==> src/sv/assert_macros.svh <==
// Assertion macros shared by the RTL of the index and scale walker.
`ifndef ASSERT_MACROS_SVH
`define ASSERT_MACROS_SVH

// Checks that the consequent holds in the same cycle as the antecedent.
`define ASSERT_SAME(label, ante, cons, msg) \
    label: assert property (@(posedge clk) disable iff (!rst_n) (ante) |-> (cons)) \
        else $error(msg);

// Checks that the consequent holds in the cycle after the antecedent.
`define ASSERT_NEXT(label, ante, cons, msg) \
    label: assert property (@(posedge clk) disable iff (!rst_n) (ante) |=> (cons)) \
        else $error(msg);

`endif

==> src/sv/ndisw_pkg.sv <==
// Package with the types, codes and constants of the index and scale walker.
package ndisw_pkg;

    localparam int MAX_RANK_DEF     = 8;
    localparam int MAX_SPECTRUM_DEF = 4096;
    localparam int MAX_GRID_DEF     = 8192;
    localparam int INDEX_BITS_DEF   = 32;

    localparam logic signed [31:0] Q_ONE = 32'sd65536;

    localparam int CFG_INDEX_W = 1;
    localparam int CFG_DATA_W  = 4;

    localparam logic [CFG_INDEX_W-1:0] REG_RANK    = 1'd0;
    localparam logic [CFG_INDEX_W-1:0] REG_FORWARD = 1'd1;

    localparam logic [1:0] OP_SIZE   = 2'd0;
    localparam logic [1:0] OP_FACTOR = 2'd1;
    localparam logic [1:0] OP_STEP   = 2'd2;

    typedef struct packed {
        logic [1:0]         op;
        logic [2:0]         dim;
        logic [12:0]        spectrum_size;
        logic [13:0]        grid_size;
        logic               type_two;
        logic [11:0]        slot;
        logic signed [31:0] factor;
    } item_t;

    typedef struct packed {
        logic [31:0]        spectrum_index;
        logic [31:0]        grid_index;
        logic signed [31:0] scale;
        logic               is_source_spectrum;
        logic               last;
    } result_t;

    typedef struct packed {
        logic init;
        logic mul;
        logic rnd;
    } unit_ctl_t;

endpackage

==> src/sv/ndisw_unit.sv <==
// Shared multiplier unit: scale product with rounding and index accumulation.
module ndisw_unit #(
    parameter int IW  = 32,
    parameter int SW  = 13,
    parameter int GW  = 14,
    parameter int KW  = 12,
    parameter int GCW = 13
) (
    input  logic                  clk,
    input  ndisw_pkg::unit_ctl_t  ctl,
    input  logic signed [31:0]    factor,
    input  logic [SW-1:0]         ns,
    input  logic [GW-1:0]         ng,
    input  logic [KW-1:0]         ks,
    input  logic [GCW-1:0]        gc,
    output logic signed [31:0]    scale,
    output logic [IW-1:0]         sidx,
    output logic [IW-1:0]         gidx
);

    logic signed [63:0] prod_reg;
    logic signed [31:0] scale_reg;
    logic [IW-1:0]      sidx_reg;
    logic [IW-1:0]      gidx_reg;
    logic signed [63:0] rounded;
    logic signed [31:0] sat;

    always_comb
    begin
        rounded = (prod_reg + 64'sd32768) >>> 16;
        if (rounded > 64'sd2147483647)
        begin
            sat = 32'sh7FFFFFFF;
        end
        else if (rounded < -64'sd2147483648)
        begin
            sat = 32'sh80000000;
        end
        else
        begin
            sat = rounded[31:0];
        end
    end

    always_ff @(posedge clk)
    begin
        if (ctl.init)
        begin
            scale_reg <= ndisw_pkg::Q_ONE;
            sidx_reg  <= '0;
            gidx_reg  <= '0;
        end
        else if (ctl.mul)
        begin
            prod_reg <= 64'(scale_reg) * 64'(factor);
            sidx_reg <= IW'(sidx_reg * IW'(ns)) + IW'(ks);
            gidx_reg <= IW'(gidx_reg * IW'(ng)) + IW'(gc);
        end
        else if (ctl.rnd)
        begin
            scale_reg <= sat;
        end
    end

    assign scale = scale_reg;
    assign sidx  = sidx_reg;
    assign gidx  = gidx_reg;

endmodule

==> config.mk <==
export PLATFORM = sky130hd
export DESIGN_NAME = ndisw_unit
export DESIGN_NICKNAME = d
export VERILOG_FILES = /design/src/sv/assert_macros.svh /design/src/sv/ndisw_pkg.sv /design/src/sv/ndisw_unit.sv
export SDC_FILE = /design/constraint.sdc
export NUM_CORES = 2
export LEC_CHECK = 0
export ABC_AREA = 1
export BUFFER_PORTS_ARGS = -buffer_cell sky130_fd_sc_hd__buf_2
export CORE_MARGIN = 10
export CORE_UTILIZATION = 40
export DETAILED_ROUTE_END_ITERATION = 6
export SLEW_MARGIN = 0
export SYNTH_ARGS = -nofsm -noshare
export SYNTH_HDL_FRONTEND = slang
export SYNTH_SLANG_ARGS = --single-unit
==> constraint.sdc <==
create_clock -name clk -period 13.2 [get_ports clk]
set_input_delay 3.3 -clock clk [delete_from_list [all_inputs] [get_ports clk]]
set_output_delay 3.3 -clock clk [all_outputs]
set_load 0.02 [all_outputs]
==> results.sh <==
export IMPL_synth_nets=10380
export IMPL_grt_max_degree=90
export IMPL_path_clk_slew_ps=80
export IMPL_grt_pass1_wl_um=320000
export IMPL_path_max_fanout=32
export IMPL_reg2reg_slack_ps=4740
export IMPL_slowest_delay_ps=930
export IMPL_die_y_um=426
export IMPL_cap_violations=0
export IMPL_vias_per_cell=4.98
export IMPL_cp_startpoint="factor[5]"
export IMPL_finalClockSkew_ps=19.5
export IMPL_relSlewSlack_pct=21.3
export IMPL_synth_mux_area_share_pct=0
export IMPL_first_iter_violations=3456
export IMPL_rr_worst_depth=28
export IMPL_fp_dieArea_mm2=0.181
export IMPL_rsz0062_at_grt="false"
export IMPL_cp_slowest_cell="fa_1"
export IMPL_vias=51799
export IMPL_num_rows=148
export IMPL_required_ps=13450
export IMPL_max_freq_mhz=90.0
export IMPL_nets=10273
export IMPL_port_buffers=183
export IMPL_gr_total_overflow=0
export IMPL_final_hold_viol_count=0
export IMPL_max_slew_worst_pin_slew_ps=1180
export IMPL_grt_usage_pct=22.5
export IMPL_cts_tree="yes"
export IMPL_htree_levels=4
export IMPL_start_util_pct=40.4
export IMPL_worstHoldPathType="flop to flop"
export IMPL_largest_reg_flops=49
export IMPL_first_global_vias=55954
export IMPL_period_share_pct=84.2
export IMPL_synth_flop_cell="dfxtp_1"
export IMPL_regToRegEndpoint="prod_reg[61]$_DFFE_PP_"
export IMPL_synth_edf_count=49
export IMPL_clockRootBuffer="clkbuf_16"
export IMPL_worst_setup_path_end_kind="flop"
export IMPL_synth_seq_cells=145
export IMPL_die_w_um=426
export IMPL_routed_wl_um=201000
export IMPL_fillers=16538
export IMPL_multiInputGateArea_mm2=0.0518
export IMPL_clock_sinks=145
export IMPL_ys_types=52
export IMPL_timing_final_crit_period_ps=11110
export IMPL_antenna_found_initial=10
export IMPL_core_mm2=0.163
export IMPL_place_inst=10373
export IMPL_synth_compound_area_share_pct=4.29
export IMPL_cts_path_max_buffers=2
export IMPL_reg2reg_from="scale[31]$_SDFFE_PP0P_"
export IMPL_ys_seq_area_share_pct=5.15
export IMPL_gp_congestion=0.947
export IMPL_fin_setup_tns_ps=0
export IMPL_setup_viol_count_final=0
export IMPL_ys_warn_count=0
export IMPL_syn_to_final_growth_pct=5.05
export IMPL_synth_top_family_by_area="adder cells"
export IMPL_worstSetupPathType="input pin to flop"
export IMPL_finalMaxSlewViolations=0
export IMPL_syn_cell_area_mm2=0.0659
export IMPL_ant_nets=0
export IMPL_post_dp_hpwl_um=162000
export IMPL_final_cells=10407
export IMPL_crit_end="prod_reg[61]$_DFFE_PP_"
export IMPL_clk_latency_ps=490
export IMPL_async_flop_share_pct=0
export IMPL_synth_fa_ha_area_share_pct=56.0
export IMPL_routedWlPerCell_um=19.3
export IMPL_ctsHoldBuffers=0
export IMPL_layout_drive_gt1_share_pct=4.51
export IMPL_syn_inst=8324
export IMPL_drt_first_pass_iters=6
export IMPL_register_area_mm2=0.00342
export IMPL_cts_buffers=17
export IMPL_cts_repair_resized=0
export IMPL_synth_xor_area_share_pct=1.92
export IMPL_drc=0
export IMPL_status="finished clean"
export IMPL_crit_path_start_kind="input pin"
export IMPL_synthSimpleGateAreaFrac_pct=16.5
export IMPL_io_pins=184
export IMPL_avgSynthCellArea_um2=7.91
export IMPL_crit_arrival_ps=11370
export IMPL_post_cts_buffers=0
[cell type report]
| class | instances | area share, % |
|---|---|---|
| flip-flops and latches | 145 | 4.94 |
| multi-input cells | 5347 | 74.9 |
| repair buffers | 247 | 2.02 |
| clock buffers | 17 | 0.615 |
| well taps | 2175 | 3.93 |
| clock inverters | 15 | 0.248 |
| diodes | 2 | 0.00723 |
| inverters | 2459 | 13.3 |
[how the worst min path moves through the flow]
stage                                       from                     end  slack [ps]  cells after the start
after floorplan           prod_reg[29]$_DFFE_PP_  scale[13]$_SDFFE_PP0P_         580                      3
after global placement    scale[11]$_SDFFE_PP0P_  scale[11]$_SDFFE_PP0P_         520                      2
after detailed placement   scale[9]$_SDFFE_PP0P_   scale[9]$_SDFFE_PP0P_         540                      2
after CTS                  scale[9]$_SDFFE_PP0P_   scale[9]$_SDFFE_PP0P_         540                      2
after global routing       scale[9]$_SDFFE_PP0P_   scale[9]$_SDFFE_PP0P_         560                      2
final                      scale[9]$_SDFFE_PP0P_   scale[9]$_SDFFE_PP0P_         550                      2
[logic make-up (layout without fill, tap and decap cells)]
logic type | count (synthesis) | in the layout
AO/OA/AOI/OAI | 490 | 490
XOR/XNOR | 144 | 144
adder cells (fa/ha/maj) | 1968 | 1968
buffers and inverters | 2832 | 2738
flip-flops | 145 | 145
other | 0 | 2
AND/OR/NAND/NOR | 2745 | 2745
[critical path: cells and delay by family]
kind	cells	cell delay, ps
fa+ha+maj	9	4750
buf+inv	9	1800
compound gates	4	860
simple gates	6	650
[metal layers]
| metal | vias up | wire length [µm] | global-route usage (%) | share of wire, % |
|---|---|---|---|---|
| met1 | 26546 | 84400 | 30.0 | 42 |
| met5 | - | 44 | 0 | 0.022 |
| met3 | 266 | 14100 | 3.25 | 7.0 |
| met4 | 8 | 5230 | 5.77 | 2.6 |
| li1 | 23226 | - | - | - |
| met2 | 1753 | 97000 | 38.3 | 48 |
[metrics by stage]
stage                     hold slack, ps  instance area [µm²]  setup WS (ps)  util (%)
after floorplan                      578                65900           2990         -
after global placement               524                68600           1570      42.0
after detailed placement             536                68600           1540      42.0
after CTS                            545                69200           2070      42.4
after global routing                 565                69200           1540      42.4
final                                548                69200           2090      42.4
[cell usage in the layout, fill, tap and decap left out, types with 65 or more instances in the layout]
| cell | Yosys | routed |
|---|---|---|
| xor2_1 | 92 | 92 |
| nor2_1 | 367 | 366 |
| o21ai_0 | 162 | 162 |
| nand3_1 | 92 | 92 |
| fa_1 | 1630 | 1630 |
| a21oi_1 | 182 | 182 |
| nand2_1 | 2148 | 2148 |
| buf_4 | 2 | 65 |
| dfxtp_1 | 96 | 76 |
| buf_2 | 0 | 182 |
| ha_1 | 338 | 338 |
| inv_1 | 2457 | 2456 |
[Yosys cell counts, types with 3 or more instances]
cell type,number,area [µm²]
nor4_1,5,31.3
fa_1,1630,32600
xor2_1,92,806
clkbuf_1,355,1330
o211ai_1,16,120
xnor2_1,52,455
a21oi_2,10,87.6
nand3_2,3,30.0
nor3_1,20,100
inv_1,2457,9220
edfxtp_1,49,1470
a21o_1,21,158
dfxtp_1,96,1920
o221ai_1,10,87.6
nand3b_1,15,113
a31oi_1,33,206
buf_1,13,48.8
nor2_4,8,90.1
o21ai_0,162,811
nor2_2,11,68.8
nand2_2,6,37.5
nor2_1,367,1380
nand2_1,2148,8060
a211oi_1,3,22.5
and3_1,3,18.8
a21boi_0,10,75.1
o31ai_1,3,22.5
nand3_1,92,460
a221oi_1,5,43.8
a21oi_1,182,911
buf_6,3,33.8
o21bai_1,16,120
nand4_1,40,250
o21a_1,9,67.6
ha_1,338,4230
or2_2,21,131
Power is left out: the tool's default activity adds up to more than one toggle a clock period on the data nets, which glitch-free logic cannot reach.
